`src/rtl/sqs_pkg.sv`:
```
// Shared types, widths and the quarter-wave sine table builder for the sprite quad setup.
// No dependencies; every other file in rtl/ imports this package.
package sqs_pkg;

  localparam int ANGLE_STEPS    = 4096;
  localparam int SINE_FRAC_BITS = 15;
  localparam int ANGLE_BITS     = $clog2(ANGLE_STEPS);
  localparam int QUARTER        = ANGLE_STEPS / 4;
  localparam int QIDX_W         = $clog2(QUARTER + 1);
  localparam int SIN_W          = SINE_FRAC_BITS + 1;   // magnitude 0..1.0
  localparam int SC_W           = SINE_FRAC_BITS + 2;   // signed sine or cosine
  localparam int ROT_SH         = 9 + SINE_FRAC_BITS;   // 2^-13 px times Q.15 down to Q.4
  localparam longint unsigned HALF_PI_Q30 = 64'd1686629713;

  localparam int POS_W   = 16;
  localparam int HALF_W  = 29;                          // src size times scale
  localparam int PROD_W  = HALF_W + 1 + SC_W;
  localparam int OFF_W   = PROD_W + 1;
  localparam int VERT_W  = 22;

  localparam int EDGE_W   = 14;
  localparam int SIZE_W   = 13;
  localparam int FRAC_W   = 16;
  localparam int COORD_W  = FRAC_W + 1;
  localparam int DIV_STEP = 4;
  localparam int DIV_STG  = FRAC_W / DIV_STEP;

  localparam int QDEPTH   = 4;
  localparam int QPTR_W   = $clog2(QDEPTH);
  localparam int QCNT_W   = $clog2(QDEPTH + 1);

  localparam int VERTS    = 6;
  localparam int IDX_W    = $clog2(VERTS);

  typedef enum logic [1:0] {
    CORNER_TL = 2'd0,
    CORNER_TR = 2'd1,
    CORNER_BR = 2'd2,
    CORNER_BL = 2'd3
  } corner_e;

  // input word, last listed field in the low bits
  typedef struct packed {
    logic [5:0]              pad;
    logic [SIZE_W-1:0]       tex_height;
    logic [SIZE_W-1:0]       tex_width;
    logic [SIZE_W-1:0]       src_h;
    logic [SIZE_W-1:0]       src_w;
    logic [11:0]             src_v;
    logic [11:0]             src_u;
    logic                    flip_v;
    logic                    flip_h;
    logic [11:0]             angle;
    logic [15:0]             scale;
    logic signed [POS_W-1:0] pos_y;
    logic signed [POS_W-1:0] pos_x;
  } sqs_in_t;

  typedef struct packed {
    logic [1:0]         corner;
    logic [COORD_W-1:0] tex_v;
    logic [COORD_W-1:0] tex_u;
    logic [VERT_W-1:0]  vert_y;
    logic [VERT_W-1:0]  vert_x;
  } sqs_out_t;

  // one finished quad: four placed corners and the four texture edges
  typedef struct packed {
    logic [3:0][VERT_W-1:0] vx;
    logic [3:0][VERT_W-1:0] vy;
    logic [COORD_W-1:0]     ua;
    logic [COORD_W-1:0]     ub;
    logic [COORD_W-1:0]     va;
    logic [COORD_W-1:0]     vb;
  } sqs_entry_t;

  typedef logic [SIN_W-1:0] sine_rom_t [QUARTER+1];

  function automatic longint unsigned taylor_div(int n, longint unsigned t);
    case (n)
      1:       return t / 6;
      2:       return t / 20;
      3:       return t / 42;
      4:       return t / 72;
      5:       return t / 110;
      6:       return t / 156;
      default: return t / 210;
    endcase
  endfunction

  // Taylor series in Q30, seven correction terms, rounded half up to Q1.15
  function automatic logic [SIN_W-1:0] quarter_sine(int k);
    longint unsigned x;
    longint unsigned x2;
    longint unsigned term;
    longint          sum;
    longint          r;
    longint          one;
    x    = (longint'(k) * HALF_PI_Q30) / QUARTER;
    x2   = (x * x) >> 30;
    term = x;
    sum  = longint'(x);
    one  = longint'(1) << SINE_FRAC_BITS;
    for (int n = 1; n <= 7; n++) begin
      term = taylor_div(n, (term * x2) >> 30);
      if (n % 2 == 1) sum = sum - longint'(term);
      else            sum = sum + longint'(term);
    end
    if (sum < 0) sum = 0;
    r = (sum + (longint'(1) << (29 - SINE_FRAC_BITS))) >>> (30 - SINE_FRAC_BITS);
    if (r > one) r = one;
    return SIN_W'(r);
  endfunction

  function automatic sine_rom_t build_sine_rom();
    sine_rom_t rom;
    for (int k = 0; k <= QUARTER; k++) begin
      rom[k] = quarter_sine(k);
    end
    return rom;
  endfunction

  function automatic corner_e corner_of(logic [IDX_W-1:0] idx);
    case (idx)
      3'd0:    return CORNER_TL;
      3'd1:    return CORNER_TR;
      3'd2:    return CORNER_BR;
      3'd3:    return CORNER_TL;
      3'd4:    return CORNER_BR;
      3'd5:    return CORNER_BL;
      default: return CORNER_TL;
    endcase
  endfunction

endpackage

```
`src/rtl/sqs_queue.sv`:
```
// Short queue of finished quads between the front pipe and the vertex sequencer.
// Depends on sqs_pkg; QDEPTH entries in flops, head read directly.
module sqs_queue (
  input  logic                 clk_i,
  input  logic                 rst_ni,
  input  logic                 push_i,
  input  sqs_pkg::sqs_entry_t  wdata_i,
  input  logic                 pop_i,
  output logic                 valid_o,
  output logic                 full_o,
  output sqs_pkg::sqs_entry_t  rdata_o
);
  import sqs_pkg::*;

  sqs_entry_t        mem_q [QDEPTH];
  logic [QPTR_W-1:0] wr_q, rd_q;
  logic [QCNT_W-1:0] cnt_q;

  assign valid_o = cnt_q != '0;
  assign full_o  = cnt_q == QCNT_W'(QDEPTH);
  assign rdata_o = mem_q[rd_q];

  always_ff @(posedge clk_i or negedge rst_ni) begin
    if (!rst_ni) begin
      wr_q  <= '0;
      rd_q  <= '0;
      cnt_q <= '0;
    end else begin
      if (push_i) wr_q <= wr_q + 1'b1;
      if (pop_i)  rd_q <= rd_q + 1'b1;
      if (push_i && !pop_i)      cnt_q <= cnt_q + 1'b1;
      else if (!push_i && pop_i) cnt_q <= cnt_q - 1'b1;
    end
  end

  always_ff @(posedge clk_i) begin
    if (push_i) mem_q[wr_q] <= wdata_i;
  end

endmodule

```
`config.mk`:
```
export PLATFORM = sky130hd
export DESIGN_NAME = sqs_queue
export DESIGN_NICKNAME = d
export VERILOG_FILES = /design/src/rtl/sqs_pkg.sv /design/src/rtl/sqs_queue.sv
export SDC_FILE = /design/constraint.sdc
export NUM_CORES = 1
export LEC_CHECK = 0
export BUFFER_PORTS_ARGS = -buffer_cell sky130_fd_sc_hd__buf_2
export CAP_MARGIN = 20
export CORE_ASPECT_RATIO = 2
export CORE_UTILIZATION = 50
export DETAILED_ROUTE_END_ITERATION = 10
export PLACE_DENSITY = 0.8
export SLEW_MARGIN = 25
export SYNTH_ARGS = -nofsm -noshare
export SYNTH_HDL_FRONTEND = slang
export SYNTH_SLANG_ARGS = --single-unit
```
`constraint.sdc`:
```
create_clock -name clk_i -period 9.1 [get_ports clk_i]
set_clock_uncertainty 0.15 [all_clocks]
set_input_delay 1.82 -clock clk_i [delete_from_list [all_inputs] [get_ports clk_i]]
set_output_delay 1.82 -clock clk_i [all_outputs]
set_load 0.01 [all_outputs]
```
==> results.txt <==
outcome = completed
Synth cell types = 21
total chip power = 0.0135 W
DRT antenna net count = 0
Total Wirelength = 71.9 mm
vias in the first global route = 17,100
# clock sinks = 983
final setup fails = 0
CTS tree = done
syn nets = 1,563
slowest stage delay, CP = 780 ps
Seq/Total Area, Yosys = 82.3%
CTS Hold Bufs = 0
Post-synth ARST share = 0.712%
Synth top area share = 81.8%
die area = 0.0728 mm2
H-tree depth = 3
CP endpoint kind = primary output
critical path's slowest cell = dfrtp_4
DRC = 0
utilization after layout = 59.0%
fin nets = 2,100
Ys Warns = 0
pwr/cell area = 324 mW/mm2
max-slew violations = 0
FP Rows = 138
top-count cell post-synth = edfxtp_1
Die X = 191 um
setup_tns = 0 ps
total number of vias = 15,900
Clock Latency Late Sink = 650 ps
wire per inst = 25.4 um
synth cell count leaders = edfxtp_1, mux4_2, buf_2, buf_12, dfrtp_1
Final Worst Setup Slack = 4090 ps
final critical path time including I/O delays and setup = 5010 ps
largest net degree at the start of global routing = 135
Post-synth EDFFs = 976
Post-Syn Area = 0.0358 mm2
clock slew at reported path FFs = 70 ps
Hold WC Path Type = reg -> reg
CP max FO = 48
worst setup path category = reg -> out
share of layout cells above drive strength 1 = 46.3%
dpl hpwl = 44.3 mm
I/O pin total = 494
WP data required = 7130 ps
post-route cell area = 0.0417 mm2
Layout area overhead = 16.5%
Via density = 5.62
Core ar. = 0.0708 mm2
Least-Margin Pin Slew = 1010 ps
Seq cells post-synth = 983
static leakage power = 14.0 nW
TritonRoute pass-1 iters = 5
Post-CTS Repair Setup Buffers = 0
total track usage = 19.9%
crit start category = register
cells after synthesis = 1,309
RSZ-0062 raised after global routing = no
initial antenna violation count = 27
Routability Congestion = 0.751
Initial Utilization = 50.6%
Tcrit/Tclk final = 55.0%
critical-path cell list = buf_12, buf_4, mux4_2, buf_2
Syn Area/Cell = 27.4 um2
Placed Instance Area = 0.0390 mm2
Main synth FF type = edfxtp_1
gr ovfl total = 0
Peak Freq = 0.200 GHz
CTS Buf Count = 80
Max VDD drop = 0.296 mV
clk buf depth = 3
Rel. slew slack = 32.3%
largest cells by area after synthesis = edfxtp_1, mux4_2, buf_12, dfrtp_1, buf_2
pre-CTS setup slack = 4090 ps
Synth area leader = edfxtp_1
Hold Fails Final Rpt = 0
maxcap violations = 0
first-pass GRT wire length = 105 mm
Root Driver = clkbuf_16
fill cell count = 4,878
cts repair resizes = 0
Die Y-Extent = 381 um
Worst EP arrival = 3040 ps
I/O Buffers = 493
Iter 0 DRT Violations = 894
## layout by cell type (no fill, tap or decap), drive strengths merged, types with 2 or more instances in the layout
master / instances
buf: 510
nand2: 2
clkbuf: 94
inv: 12
ha: 5
and2: 4
mux4: 244
clkinvlp: 9
xnor2: 2
edfxtp: 976
bufinv: 9
clkinv: 22
xor2: 4
dfrtp: 7
diode: 15
## routing by layer
layer,up-vias,track usage (%),routed length [um]
met4,24,9.57,2640
met5,-,0,147
li1,6777,-,-
met3,142,6.47,6840
met2,684,33.3,37400
met1,8278,22.8,24800
## worst paths after layout
| check | startpoint | end | slack (ps) | depth (start not counted) |
|---|---|---|---|---|
| min in group asynchronous | rst_ni | rd_q[1] | 850 | 1 |
| setup / recovery | rd_q[1] | rdata_o[102] | 4090 | 4 |
| hold / removal | cnt_q[2] | cnt_q[2] | 350 | 1 |
| setup reg to reg | wr_q[0] | mem_q[0][111] | 6200 | 4 |
| max in group asynchronous | rst_ni | rd_q[0] | 7760 | 1 |
| hold reg to reg | cnt_q[2] | cnt_q[2] | 350 | 1 |
## through the flow
step / std cells / hold WS (ps)
floorplan: 1309 / 299
global placement: 2672 / 317
detailed placement: 2673 / 352
CTS: 2815 / 349
global route: 2827 / 394
finish: 2831 / 347
## flip-flops by register name, summed over array words and instances, names as in the netlist
signal and flops:
cnt_q 3, mem_q 976, wr_q 2, rd_q 2
## final cells by class
cell class | instances | area [um2] | area share (%)
Inverter | 4 | 15.0 | 0.0360
Multi-Input combinational cell | 267 | 5710 | 13.7
Clock buffer | 94 | 2100 | 5.02
Tap cell | 910 | 1140 | 2.73
Antenna cell | 15 | 37.5 | 0.0899
Clock inverter | 48 | 538 | 1.29
Timing Repair Buffer | 510 | 2720 | 6.51
Sequential cell | 983 | 29500 | 70.6
## logic make-up (layout without fill, tap and decap cells)
kind of cell,after synthesis,after routing,share of synthesized area [%]
AO/OA/AOI/OAI,1,1,0.0140
XOR/XNOR,6,6,0.147
adder cells (fa/ha/maj),6,6,0.230
buffers and inverters,59,656,1.83
flip-flops,983,983,82.3
multiplexers,245,245,15.4
other,0,15,0
AND/OR/NAND/NOR,9,9,0.140
## where the power goes
part / internal [W] / switching [W]
registers: 0.00592 / 0.000223
clock network: 0.00193 / 0.00155
logic: 0.00172 / 0.00217
## critical path: cells and delay by family, from the launching register on
family / cells / cell delay, ps
buf+inv: 3 / 1070
flops: 1 / 780
mux: 1 / 440
Power figures use the tool's default switching activity.
