[config.mk]
export PLATFORM = sky130hd
export DESIGN_NAME = sqs_back
export DESIGN_NICKNAME = d
export VERILOG_FILES = /design/src/rtl/sqs_pkg.sv /design/src/rtl/sqs_back.sv
export SDC_FILE = /design/constraint.sdc
export NUM_CORES = 1
export LEC_CHECK = 0
export ABC_AREA = 0
export ABC_CLOCK_PERIOD_IN_PS = 6980
export BUFFER_PORTS_ARGS = -buffer_cell sky130_fd_sc_hd__buf_4
export CORE_UTILIZATION = 35
export CTS_CLUSTER_DIAMETER = 40
export DETAILED_ROUTE_END_ITERATION = 6
export GPL_TIMING_DRIVEN = 0
export PLACE_DENSITY = 0.7
export REMOVE_ABC_BUFFERS = 1
export SYNTH_ARGS = -nofsm -noshare
export SYNTH_HDL_FRONTEND = slang
export SYNTH_SLANG_ARGS = --single-unit
[constraint.sdc]
create_clock -name clk_i -period 6.98 [get_ports clk_i]
set_clock_uncertainty 0.2 [all_clocks]
set_input_delay 0.349 -clock clk_i [delete_from_list [all_inputs] [get_ports clk_i]]
set_output_delay 0.349 -clock clk_i [all_outputs]
set_load 0.01 [all_outputs]
[src/rtl/sqs_pkg.sv]
// Shared types, widths and the quarter-wave sine table builder for the sprite quad setup.
// No dependencies; every other file in rtl/ imports this package.
package sqs_pkg;

  localparam int ANGLE_STEPS    = 4096;
  localparam int SINE_FRAC_BITS = 15;
  localparam int ANGLE_BITS     = $clog2(ANGLE_STEPS);
  localparam int QUARTER        = ANGLE_STEPS / 4;
  localparam int QIDX_W         = $clog2(QUARTER + 1);
  localparam int SIN_W          = SINE_FRAC_BITS + 1;   // magnitude 0..1.0
  localparam int SC_W           = SINE_FRAC_BITS + 2;   // signed sine or cosine
  localparam int ROT_SH         = 9 + SINE_FRAC_BITS;   // 2^-13 px times Q.15 down to Q.4
  localparam longint unsigned HALF_PI_Q30 = 64'd1686629713;

  localparam int POS_W   = 16;
  localparam int HALF_W  = 29;                          // src size times scale
  localparam int PROD_W  = HALF_W + 1 + SC_W;
  localparam int OFF_W   = PROD_W + 1;
  localparam int VERT_W  = 22;

  localparam int EDGE_W   = 14;
  localparam int SIZE_W   = 13;
  localparam int FRAC_W   = 16;
  localparam int COORD_W  = FRAC_W + 1;
  localparam int DIV_STEP = 4;
  localparam int DIV_STG  = FRAC_W / DIV_STEP;

  localparam int QDEPTH   = 4;
  localparam int QPTR_W   = $clog2(QDEPTH);
  localparam int QCNT_W   = $clog2(QDEPTH + 1);

  localparam int VERTS    = 6;
  localparam int IDX_W    = $clog2(VERTS);

  typedef enum logic [1:0] {
    CORNER_TL = 2'd0,
    CORNER_TR = 2'd1,
    CORNER_BR = 2'd2,
    CORNER_BL = 2'd3
  } corner_e;

  // input word, last listed field in the low bits
  typedef struct packed {
    logic [5:0]              pad;
    logic [SIZE_W-1:0]       tex_height;
    logic [SIZE_W-1:0]       tex_width;
    logic [SIZE_W-1:0]       src_h;
    logic [SIZE_W-1:0]       src_w;
    logic [11:0]             src_v;
    logic [11:0]             src_u;
    logic                    flip_v;
    logic                    flip_h;
    logic [11:0]             angle;
    logic [15:0]             scale;
    logic signed [POS_W-1:0] pos_y;
    logic signed [POS_W-1:0] pos_x;
  } sqs_in_t;

  typedef struct packed {
    logic [1:0]         corner;
    logic [COORD_W-1:0] tex_v;
    logic [COORD_W-1:0] tex_u;
    logic [VERT_W-1:0]  vert_y;
    logic [VERT_W-1:0]  vert_x;
  } sqs_out_t;

  // one finished quad: four placed corners and the four texture edges
  typedef struct packed {
    logic [3:0][VERT_W-1:0] vx;
    logic [3:0][VERT_W-1:0] vy;
    logic [COORD_W-1:0]     ua;
    logic [COORD_W-1:0]     ub;
    logic [COORD_W-1:0]     va;
    logic [COORD_W-1:0]     vb;
  } sqs_entry_t;

  typedef logic [SIN_W-1:0] sine_rom_t [QUARTER+1];

  function automatic longint unsigned taylor_div(int n, longint unsigned t);
    case (n)
      1:       return t / 6;
      2:       return t / 20;
      3:       return t / 42;
      4:       return t / 72;
      5:       return t / 110;
      6:       return t / 156;
      default: return t / 210;
    endcase
  endfunction

  // Taylor series in Q30, seven correction terms, rounded half up to Q1.15
  function automatic logic [SIN_W-1:0] quarter_sine(int k);
    longint unsigned x;
    longint unsigned x2;
    longint unsigned term;
    longint          sum;
    longint          r;
    longint          one;
    x    = (longint'(k) * HALF_PI_Q30) / QUARTER;
    x2   = (x * x) >> 30;
    term = x;
    sum  = longint'(x);
    one  = longint'(1) << SINE_FRAC_BITS;
    for (int n = 1; n <= 7; n++) begin
      term = taylor_div(n, (term * x2) >> 30);
      if (n % 2 == 1) sum = sum - longint'(term);
      else            sum = sum + longint'(term);
    end
    if (sum < 0) sum = 0;
    r = (sum + (longint'(1) << (29 - SINE_FRAC_BITS))) >>> (30 - SINE_FRAC_BITS);
    if (r > one) r = one;
    return SIN_W'(r);
  endfunction

  function automatic sine_rom_t build_sine_rom();
    sine_rom_t rom;
    for (int k = 0; k <= QUARTER; k++) begin
      rom[k] = quarter_sine(k);
    end
    return rom;
  endfunction

  function automatic corner_e corner_of(logic [IDX_W-1:0] idx);
    case (idx)
      3'd0:    return CORNER_TL;
      3'd1:    return CORNER_TR;
      3'd2:    return CORNER_BR;
      3'd3:    return CORNER_TL;
      3'd4:    return CORNER_BR;
      3'd5:    return CORNER_BL;
      default: return CORNER_TL;
    endcase
  endfunction

endpackage

[src/rtl/sqs_back.sv]
// Back part: walks one quad through its six vertices into the output register.
// Depends on sqs_pkg; one vertex per cycle while the sink takes them.
module sqs_back (
  input  logic                 clk_i,
  input  logic                 rst_ni,
  input  logic                 q_valid_i,
  input  sqs_pkg::sqs_entry_t  q_data_i,
  output logic                 pop_o,
  output logic                 m_valid_o,
  input  logic                 m_ready_i,
  output sqs_pkg::sqs_out_t    m_data_o,
  output logic                 m_last_o
);
  import sqs_pkg::*;

  sqs_entry_t       ent_q;
  logic             act_q;
  logic [IDX_W-1:0] idx_q;
  logic             mvalid_q;
  sqs_out_t         out_q;
  logic             last_q;

  logic     adv, fin, load;
  corner_e  k;
  sqs_out_t vtx;

  assign adv   = act_q && (!mvalid_q || m_ready_i);
  assign fin   = adv && (idx_q == IDX_W'(VERTS - 1));
  assign load  = q_valid_i && (!act_q || fin);
  assign pop_o = load;

  always_comb begin
    k            = corner_of(idx_q);
    vtx.corner   = k;
    vtx.vert_x   = ent_q.vx[k];
    vtx.vert_y   = ent_q.vy[k];
    vtx.tex_u    = (k == CORNER_TR || k == CORNER_BR) ? ent_q.ub : ent_q.ua;
    vtx.tex_v    = (k == CORNER_BR || k == CORNER_BL) ? ent_q.vb : ent_q.va;
  end

  always_ff @(posedge clk_i or negedge rst_ni) begin
    if (!rst_ni) begin
      act_q    <= 1'b0;
      idx_q    <= '0;
      mvalid_q <= 1'b0;
    end else begin
      if (adv)            mvalid_q <= 1'b1;
      else if (m_ready_i) mvalid_q <= 1'b0;
      if (adv) idx_q <= fin ? '0 : idx_q + 1'b1;
      // refill on the sixth vertex so the next quad starts without a gap
      if (load) begin
        act_q <= 1'b1;
        idx_q <= '0;
      end else if (fin) begin
        act_q <= 1'b0;
      end
    end
  end

  always_ff @(posedge clk_i) begin
    if (load) ent_q <= q_data_i;
    if (adv) begin
      out_q  <= vtx;
      last_q <= fin;
    end
  end

  assign m_valid_o = mvalid_q;
  assign m_data_o  = out_q;
  assign m_last_o  = last_q;

endmodule

==> key figures, run 1 <==
Run status
  • Status: finished with violations
  • Failing checks: design-rule violations

Setup path
  • RR Endpoint: ent_q[137]
  • Worst flop-to-flop path startpoint: idx_q[1]
  • CP startpoint: idx_q[1]
  • Max incr delay on CP: 0.74 ns
  • Slowest cell on crit path: and2_4
  • Worst setup path end: pop_o
  • Critical path cell sequence: inv_1 > ha_4 > buf_16 > nand2_1 > o21ai_0 > and2_4 > buf_16 > buf_4
  • Cell depth of the worst setup path: 8
  • Worst-path maximum fanout: 74
  • R2R Setup Slk: 2.94 ns
  • CP startpoint kind: flop
  • Crit path required time: 6.43 ns
  • FF-to-FF path depth: 8
  • Crit path buf inv count: 4
  • Worst Setup Path Type: reg -> out
  • Crit path arrival time: 3.98 ns
  • Type of element capturing the critical path: primary output
  • Crit-path most repeated cell: buf_16
  • CP top delay family: buffers and inverters

Synth
  • Post-synthesis instance total: 648
  • Yosys reg bits: 330
  • Post-synth EDFFs: 325
  • Share of the synthesized area in the top cell type: 76.66%
  • Sequential area share after synthesis: 77.64%
  • Post-synthesis cell type count: 30
  • Post-Syn Area: 12,730 sq um
  • Area leader, netlist: edfxtp_1
  • Ys async rst share: 1.515%
  • Syn Area/Cell: 19.65 sq um
  • Synth Warn #: 0
  • Area contributors post-synth: edfxtp_1, mux2i_1, a221oi_1, mux2_4, o21a_1
  • Main synth FF type: edfxtp_1

Min path
  • Hold Crit Class: in -> reg

Clock tree
  • TritonCTS buffer count: 46
  • CTS tree: built
  • Sink Count: 330
  • CTS Root Cell: clkbuf_16
  • Post-CTS sizing: 0
  • Clk Latency, worst-skew pair: 0.57 ns
  • Clock transition at path regs: 0.06 ns
  • Setup bufs post-CTS: 0
  • H-tree levels: 2
  • Max Buffers Root-to-Sink: 3

Cells and area
  • Finished Core Util: 55.56%
  • Layout Nets: 1,500
  • Most common cell after layout, fill and taps aside: buf_4
  • Layout area overhead: 55.62%
  • Fraction of layout cells with a size suffix above 1: 34.06%
  • Commonest non-fill, non-tap cells in the layout: buf_4, edfxtp_1, dlygate4sd3_1
  • Antenna fix cells: 0

Power and ir drop
  • Peak supply drop: 0.0002739 V
  • Leak: 7.863 nW
  • Pwr Density: 361.2 nW/um^2

Timing
  • Max Freq: 221.0 MHz
  • Final setup fails: 0
  • RSZ-0062 raised after global routing: false
  • Final max-slew violation count: 0
  • Worst setup margin: 2.455 ns
  • Worst Max-Slew Pin Slew: 1.254 ns
  • Final Cycle Share: 64.82%
  • Slew HR: 16.37%
  • Period minus WS final: 4.525 ns
  • Fin Setup TNS: 0 ns
  • Final hold violation count: 0

Floorplanning
  • Chip Height: 192.7 um
  • FP Rows: 69
  • Die X: 192.7 um
  • Core area: 35,660 sq um
  • Io pins: 331
  • Starting density of the core: 35.71%
  • Die ar.: 37,140 sq um

GRT
  • Initial antenna violation count: 0
  • Global-route wire length before repair: 48,310 um
  • Vias in the first global route: 8,910
  • Gr ovfl total: 0
  • Largest net degree at the start of global routing: 75
  • Total track usage: 17.37%

Place
  • Hpwl dp: 18,300 um
  • IO buf count: 330
  • Place WS: 2.916 ns
  • RePlAce Congestion: 0.7695

Detailed routing
  • Via Count: 8,107
  • Routed WL: 32,570 um
  • Drt drc: 41
  • Routed len/inst: 18.65 um
  • Routed Antenna Nets: 0
  • DR iter-0 viols: 296
  • Via density: 4.641
  • First-pass detailed-route iteration total: 7

Run
  • Max_cap viols: 0
==> synth_stat cells, types with 2 or more instances <==
cell and number:
mux2_4 9, a21oi_1 2, clkbuf_1 6, nor3_1 17
buf_12 4, ha_1 4, mux2_2 8, a221oi_1 17
buf_2 16, nand3_1 2, nand2b_1 3, mux2i_1 167
buf_6 4, o21a_1 17, o21ai_0 3, dfrtp_1 5
nor2b_1 18, buf_4 4, nor2_1 2, inv_1 3
and2_1 2, nand2_1 3, edfxtp_1 325
==> area by class of cell <==
class	instances	area, sq um
fill	2630	15840
sequential	330	9886
timing repair buffer	586	5157
multi-input combinational	281	2610
clock buffer	51	1191
tap	461	576.8
clock inverter	35	379.1
inverter	3	11.26
==> per-layer routing <==
layer	global-route usage, %	wire length, um
met5	0	0
met4	7.692	945
met3	5.019	2389
met2	30.18	16430
met1	19.71	12810
==> sequential cells by signal, indices dropped and copies added, names as in the netlist <==
signal and cells:
idx_q 3, ent_q 244, m_valid_o 1, m_last_o 1, m_data_o 80, act_q 1
==> cell families after synthesis <==
kind of cell               synth area share [%]
DFF                                       77.64
muxes                                     14.90
and+or+nand+nor                           2.280
AOI/OAI and AO/OA                         2.673
buffers and inverters                     2.113
adders and majority gates                0.3931
==> worst min-delay path by stage <==
| stage | start | end | slack [ns] | cells past startpoint |
|---|---|---|---|---|
| final | q_data_i[91] | ent_q[91] | 0.29 | 2 |
| after global routing | q_data_i[177] | ent_q[177] | 0.28 | 2 |
| after CTS | q_data_i[108] | ent_q[108] | 0.25 | 2 |
| after detailed placement | rst_ni | m_valid_o | -0.04 | 1 |
| after global placement | rst_ni | m_valid_o | -0.05 | 1 |
| after floorplan | rst_ni | act_q | -0.15 | 0 |
==> power breakdown <==
group,internal [mW],switching (mW),leakage [nW],total [mW]
sequential,2.60,0.133,3.05,2.73
combinational,1.03,1.04,4.06,2.07
clock,1.44,0.913,0.756,2.36
==> stage by stage <==
step	instances	hold WS [ns]	total power, mW	cell area, sq um
floorplan	614	-0.1466	3.995	12470
global placement	1405	-0.04804	4.833	15530
detailed placement	1413	-0.04385	4.724	15760
CTS	1747	0.2529	7.207	19810
global route	1747	0.2788	7.459	19810
finish	1747	0.2905	7.157	19810
==> repair_timing <==
item                                   CTS  global route
setup endpoints to repair                0             0
hold buffers                           248             0
endpoints found under the hold margin  254             0
Note: power is estimated with default switching activity, not from simulation.
==> run 2, diff against run 1 <==
ABC_AREA = 1   (was 0)
ABC_CLOCK_PERIOD_IN_PS = 4600   (was 6980)
PLACE_DENSITY = 0.68   (was 0.7)
clock period = 4.6 ns   (was 6.98 ns; I/O delays follow)
==> run 2 against run 1 <==
  * The flow now finishes without violations
  * First-iteration DRC count grew 63%
  * Area after synthesis down 6.0%
  * Highest routed layer unchanged
  * Flip-flop and latch count unchanged
  * Non-clock buffer count shrank 1
  * Wire length down 1.7%
  * Hold slack worse by 0.11 ns
  * Synthesized cell count rose by 26%
  * Critical path depth unchanged
==> key figures, run 2 <==
GRT
  • Total track usage: 18.53% (+1.2 points)
  • Vias in the first global route: 9,391 (+5.4%)
  • Global-route wire length before repair: 50,050 um (+3.6%)
  • Largest net degree at the start of global routing: 140 (+87%)
  • Gr ovfl total: 0 (unchanged)
  • Initial antenna violation count: 5 (+5)

Floorplanning
  • Die X: 187.0 um (-3.0%)
  • Starting density of the core: 35.62% (-0.089 points)
  • Die ar.: 34,950 sq um (-5.9%)
  • FP Rows: 67 (-2.9%)
  • Core area: 33,620 sq um (-5.7%)
  • Io pins: 331 (unchanged)
  • Chip Height: 187.0 um (-3.0%)

Detailed routing
  • Routed WL: 32,030 um (-1.7%)
  • DR iter-0 viols: 481 (+63%)
  • Via Count: 8,731 (+7.7%)
  • Via density: 4.574 (-1.4%)
  • Routed Antenna Nets: 0 (unchanged)
  • First-pass detailed-route iteration total: 4 (-3)
  • Routed len/inst: 16.78 um (-10%)
  • Drt drc: 0 (-100%)

Setup path
  • R2R Setup Slk: 1.18 ns (-1.76 ns)
  • Worst-path maximum fanout: 139 (+88%)
  • Crit path arrival time: 3.56 ns (-0.42 ns)
  • FF-to-FF path depth: 7 (-1)
  • Crit path required time: 4.17 ns (-2.26 ns)
  • CP startpoint kind: flop
  • Max incr delay on CP: 0.57 ns (-0.17 ns)
  • Worst setup path end: pop_o
  • CP startpoint: idx_q[1]
  • RR Endpoint: ent_q[139]
  • Critical path cell sequence: inv_1 > ha_4 > nand2_2 > o21bai_1 > nand2_1 > inv_8 > buf_16 > buf_4
  • Slowest cell on crit path: inv_8
  • Type of element capturing the critical path: primary output
  • Cell depth of the worst setup path: 8 (unchanged)
  • CP top delay family: buffers and inverters
  • Worst Setup Path Type: reg -> out
  • Worst flop-to-flop path startpoint: idx_q[1]
  • Crit path buf inv count: 4 (unchanged)

Clock tree
  • Max Buffers Root-to-Sink: 3 (unchanged)
  • CTS tree: built
  • CTS Root Cell: clkbuf_16
  • H-tree levels: 2 (unchanged)
  • Clk Latency, worst-skew pair: 0.56 ns (about the same)
  • Clock transition at path regs: 0.06 ns (about the same)
  • TritonCTS buffer count: 48 (+4.3%)
  • Sink Count: 330 (unchanged)
  • Setup bufs post-CTS: 0 (unchanged)

Cells and area
  • Multi-input gate area: 1892 sq um (-28%)
  • Layout area overhead: 60.11%
  • Fraction of layout cells with a size suffix above 1: 29.67% (-4.4 points)
  • Finished Core Util: 57.03% (+1.5 points)
  • Biggest register: ent_q
  • Filler instances: 2,487 (-5.4%)
  • Most common cell after layout, fill and taps aside: buf_4
  • Commonest non-fill, non-tap cells in the layout: buf_4, edfxtp_1, nand2_1
  • Layout Nets: 1,669 (+11%)
  • FF+latch area: 9884 sq um (about the same)
  • Max reg flops: 244 (unchanged)

Synth
  • Yosys reg bits: 330 (unchanged)
  • Syn Area/Cell: 14.65 sq um (-25%)
  • Share of the synthesized area in the top cell type: 81.51% (+4.9 points)
  • Area contributors post-synth: edfxtp_1, nand2_1, a31oi_1, nor2_1, dfrtp_1
  • Post-synth EDFFs: 325 (unchanged)
  • Post-Syn Area: 11,970 sq um (-6.0%)
  • Area leader, netlist: edfxtp_1
  • Post-synthesis instance total: 817 (+26%)
  • Top-count cell post-synth: edfxtp_1
  • Synth cell count leaders: edfxtp_1, nand2_1, nor2_1, a31oi_1
  • Sequential area share after synthesis: 82.56% (+4.9 points)
  • Post-synthesis cell type count: 19 (-37%)
  • Main synth FF type: edfxtp_1
  • Ys async rst share: 1.515% (unchanged)
  • Synth Warn #: 0 (unchanged)

Power and ir drop
  • Peak supply drop: 0.0003729 V (+36%)
  • Pwr Density: 577.1 nW/um^2 (+60%)
  • Leak: 7.721 nW (-1.8%)

Place
  • RePlAce Congestion: 0.7718 (+0.30%)
  • IO buf count: 330 (unchanged)
  • Hpwl dp: 17,340 um (-5.2%)

Timing
  • Worst Max-Slew Pin Slew: 0.8659 ns (-0.3885 ns)
  • RSZ-0062 raised after global routing: false
  • Max Freq: 250.4 MHz
  • Period minus WS final: 3.994 ns
  • Final setup fails: 0 (unchanged)
  • Hold slack: 0.1759 ns (-0.1146 ns)
  • Slew HR: 42.27% (+26 points)
  • Final Cycle Share: 86.82%
  • Final max-slew violation count: 0 (unchanged)
  • Final hold violation count: 0 (unchanged)

Min path
  • Hold Crit Class: in -> reg

Run status
  • Status: finished clean

Run
  • Max_cap viols: 0 (unchanged)
## run 2: cell count changes after synthesis, moves of 18 or more
cell     delta
a31oi_1    +43
mux2i_1   -167
nand2_1   +311
nand3_1    +18
nor2_1     +48
nor2b_1    -18
## run 2: metrics by stage
stage	power (mW)	worst slack [ns]	std cells	setup TNS (ns)	instance area (sq um)
after floorplan	5.871	-3.733	782	-930.10	11800
after global placement	7.199	-7.513	1560	-2207.56	14840
after detailed placement	7.203	1.122	1567	0	15040
after CTS	11.10	0.5303	1904	0	19160
after global routing	11.62	0.3582	1909	0	19170
final	11.06	0.6065	1909	0	19170
## run 2: logic make-up (layout without fill, tap and decap cells)
group	Yosys count	in the layout	synth area share, %
AOI/OAI and AO/OA	49	49	2.623
adders and majority gates	4	4	0.4180
buffers and inverters	46	685	1.808
DFF	330	330	82.56
other	0	5	0
and+or+nand+nor	388	388	12.59
## run 2: repair_timing
item | in CTS | in global routing
hold buffers | 248 | 0
gates resized for setup | 0 | 0
setup endpoints to repair | 0 | 0
hold endpoints to repair | 254 | 0
## run 2: how the worst min path moves through the flow
stage,to,slack [ns],cells after the start,from
floorplan,act_q,-0.27,0,rst_ni
global placement,m_valid_o,-0.17,1,rst_ni
detailed placement,m_valid_o,-0.16,1,rst_ni
CTS,ent_q[138],0.13,2,q_data_i[138]
global route,ent_q[155],0.16,2,q_data_i[155]
finish,ent_q[129],0.18,2,q_data_i[129]
## run 2: per-layer routing
metal  GRT usage (%)  up-vias  wire length, um
met3           4.897       62             2315
met1           21.08     4172            12440
li1                -     4122                -
met5               0        -                0
met2           32.69      375            16410
met4           8.165        0              864
## run 2: report_power, final
group | internal (mW) | leakage [nW] | total (mW) | switching, mW
clock | 2.27 | 0.798 | 3.69 | 1.42
combinational | 1.24 | 3.87 | 3.10 | 1.87
sequential | 4.10 | 3.06 | 4.27 | 0.167
total | 7.61 | 7.72 | 11.1 | 3.45
## run 2: worst reg2reg max path: cells and delay by family (launching register included)
kind	cells	cell delay, ns
compound gates	1	0.21
fa+ha+maj	1	0.39
buf+inv	3	1.13
flops	1	0.41
simple gates	2	0.41
## run 2: final cells by class
class,instances,share of cell area [%]
sequential,330,51.56
timing repair buffer,585,26.76
multi-input combinational,441,9.869
clock buffer,51,6.436
tap,448,2.924
clock inverter,38,2.115
inverter,11,0.2676
antenna,5,0.06527
==> run 3, diff against run 2 <==
BUFFER_PORTS_ARGS = not set   (was -buffer_cell sky130_fd_sc_hd__buf_4)
CTS_BUF_LIST = sky130_fd_sc_hd__clkbuf_16   (was not set)
DONT_BUFFER_PORTS = 1   (was not set)
PLACE_DENSITY = 0.6   (was 0.68)
==> run 3 against run 2 <==
  * Design area fell by 13%
  * Fmax fell by 3.0%
  * Sequential share of layout area rose by 7.6 points
  * Flip-flop and latch count did not move
  * Sequential power rose by 6.6%
  * Highest routed layer unchanged
==> key figures, run 3 (synthesis results as in run 2) <==
Timing
  • Slew HR: 42.84% (+0.57 points)
  • Worst Max-Slew Pin Slew: 0.8574 ns (-0.008534 ns)
  • RSZ-0062 raised after global routing: false
  • Max Freq: 242.9 MHz (-3.0%)
  • Period minus WS final: 4.117 ns (+0.1234 ns)
  • Worst setup margin: 0.4831 ns (-0.1234 ns)
  • Hold slack: 0.08981 ns (-0.08609 ns)
  • Final max-slew violation count: 0 (unchanged)
  • Final setup fails: 0 (unchanged)
  • Final Cycle Share: 89.50% (+2.7 points)
  • Final hold violation count: 0 (unchanged)

Cells and area
  • Filler instances: 2,709 (+8.9%)
  • Fraction of layout cells with a size suffix above 1: 8.784% (-21 points)
  • FF+latch area: 9884 sq um (unchanged)
  • Layout area overhead: 39.57%
  • Layout Nets: 1,340 (-20%)
  • Commonest non-fill, non-tap cells in the layout: edfxtp_1, nand2_1, dlygate4sd3_1
  • Finished Core Util: 49.71% (-7.3 points)
  • Max reg flops: 244 (unchanged)
  • Biggest register: ent_q
  • Most common cell after layout, fill and taps aside: edfxtp_1
  • Multi-input gate area: 1892 sq um (unchanged)

Place
  • IO buf count: 0 (-100%)
  • Hpwl dp: 15,880 um (-8.4%)
  • Place WS: 0.8216 ns (-0.3002 ns)
  • RePlAce Congestion: 0.7755 (+0.48%)

Setup path
  • Type of element capturing the critical path: primary output
  • Crit path required time: 4.17 ns (about the same)
  • CP startpoint kind: flop
  • FF-to-FF path depth: 8 (+1)
  • Worst-path maximum fanout: 135 (-2.9%)
  • Crit path arrival time: 3.69 ns (+0.13 ns)
  • Worst Setup Path Type: reg -> out

Floorplanning
  • Chip Height: 187.0 um (unchanged)
  • FP Rows: 67 (unchanged)
  • Starting density of the core: 35.62% (unchanged)
  • Io pins: 331 (unchanged)
  • Core area: 33,620 sq um (unchanged)
  • Die X: 187.0 um (unchanged)
  • Die ar.: 34,950 sq um (unchanged)

Detailed routing
  • DR iter-0 viols: 481 (unchanged)
  • Routed WL: 28,990 um (-9.5%)
  • Routed len/inst: 18.37 um (+9.5%)
  • Drt drc: 0 (unchanged)
  • Via density: 4.748 (+3.8%)
  • Routed Antenna Nets: 0 (unchanged)
  • Via Count: 7,493 (-14%)
  • First-pass detailed-route iteration total: 5 (+1)

Clock tree
  • Max Buffers Root-to-Sink: 3 (unchanged)
  • TritonCTS buffer count: 49 (+2.1%)
  • Sink Count: 330 (unchanged)
  • Post-CTS Hold Buffers: 248 (unchanged)
  • Clk Latency, worst-skew pair: 0.56 ns (about the same)
  • Clock transition at path regs: 0.06 ns (about the same)
  • CTS tree: built
  • Setup bufs post-CTS: 0 (unchanged)
  • CTS Root Cell: clkbuf_16
  • Post-CTS sizing: 0 (unchanged)
  • H-tree levels: 2 (unchanged)

GRT
  • Global-route wire length before repair: 44,000 um (-12%)
  • Vias in the first global route: 7,860 (-16%)
  • Largest net degree at the start of global routing: 136 (-2.9%)
  • Gr ovfl total: 0 (unchanged)
  • Initial antenna violation count: 3 (-2)
  • Total track usage: 16.52% (-2.0 points)

Power and ir drop
  • Leak: 6.157 nW (-20%)
  • Peak supply drop: 0.0006399 V (+72%)
  • Pwr Density: 624.6 nW/um^2 (+8.2%)

Run
  • Max_cap viols: 0 (unchanged)

Run status
  • Status: finished clean

Min path
  • Hold Path Depth: 1 (-1)
  • Hold Crit Class: in -> reg
## run 3: cell count changes in the layout (fill, tap and decap cells not counted), moves of 2 or more
cell / before / now
buf_4: 330 / 0
clkinv_2: 9 / 3
inv_1: 7 / 12
bufinv_16: 5 / 3
clkbuf_1: 2 / 0
clkbuf_16: 49 / 51
clkinv_8: 0 / 2
diode_2: 5 / 3
inv_6: 5 / 7
## run 3: cell type report
type                    count  share of cell area [%]
inverters                  11                  0.3070
clock inverters            39                   2.261
well taps                 448                   3.355
diodes                      3                 0.04493
flip-flops and latches    330                   59.15
repair buffers            255                   15.92
clock buffers              51                   7.638
multi-input cells         441                   11.32
## run 3: per-stage QoR
step,instance area (sq um),power [mW],instances,TNS (ns)
2_1_floorplan,11800,5.871,782,-930.10
3_3_place_gp,12360,6.611,1230,-2199.65
3_5_place_dp,12570,6.623,1237,0
4_1_cts,16700,10.49,1575,0
5_1_grt,16710,10.94,1577,0
6_report,16710,10.44,1578,0
## run 3: final timing paths
check | start | to | slack (ns)
setup / recovery | idx_q[1] | pop_o | 0.48
hold / removal | q_data_i[93] | ent_q[93] | 0.09
setup reg to reg | idx_q[1] | ent_q[73] | 0.86
hold reg to reg | ent_q[47] | m_data_o[57] | 0.31
max in group asynchronous | rst_ni | idx_q[2] | 3.68
min in group asynchronous | rst_ni | idx_q[0] | 0.31
## run 3: worst max-delay path, cell delays in order (launching register included)
cell,delay (ns)
dfrtp_1,0.41
inv_1,0.12
ha_4,0.41
buf_16,0.31
nand2_2,0.18
o21bai_1,0.22
nand2_1,0.23
inv_8,0.54
buf_16,0.47
## run 3: layer usage
metal	global-route usage, %	part of all wire (%)
met1	19.32	39
met2	27.61	50
met3	5.066	8.5
met4	8.134	3.2
met5	0	0
## run 3: report_power, final
group	switching [mW]	leakage, nW	internal (mW)
clock	1.44	0.817	2.24
sequential	0.430	3.06	4.12
combinational	1.49	2.28	0.712
total	3.36	6.16	7.07
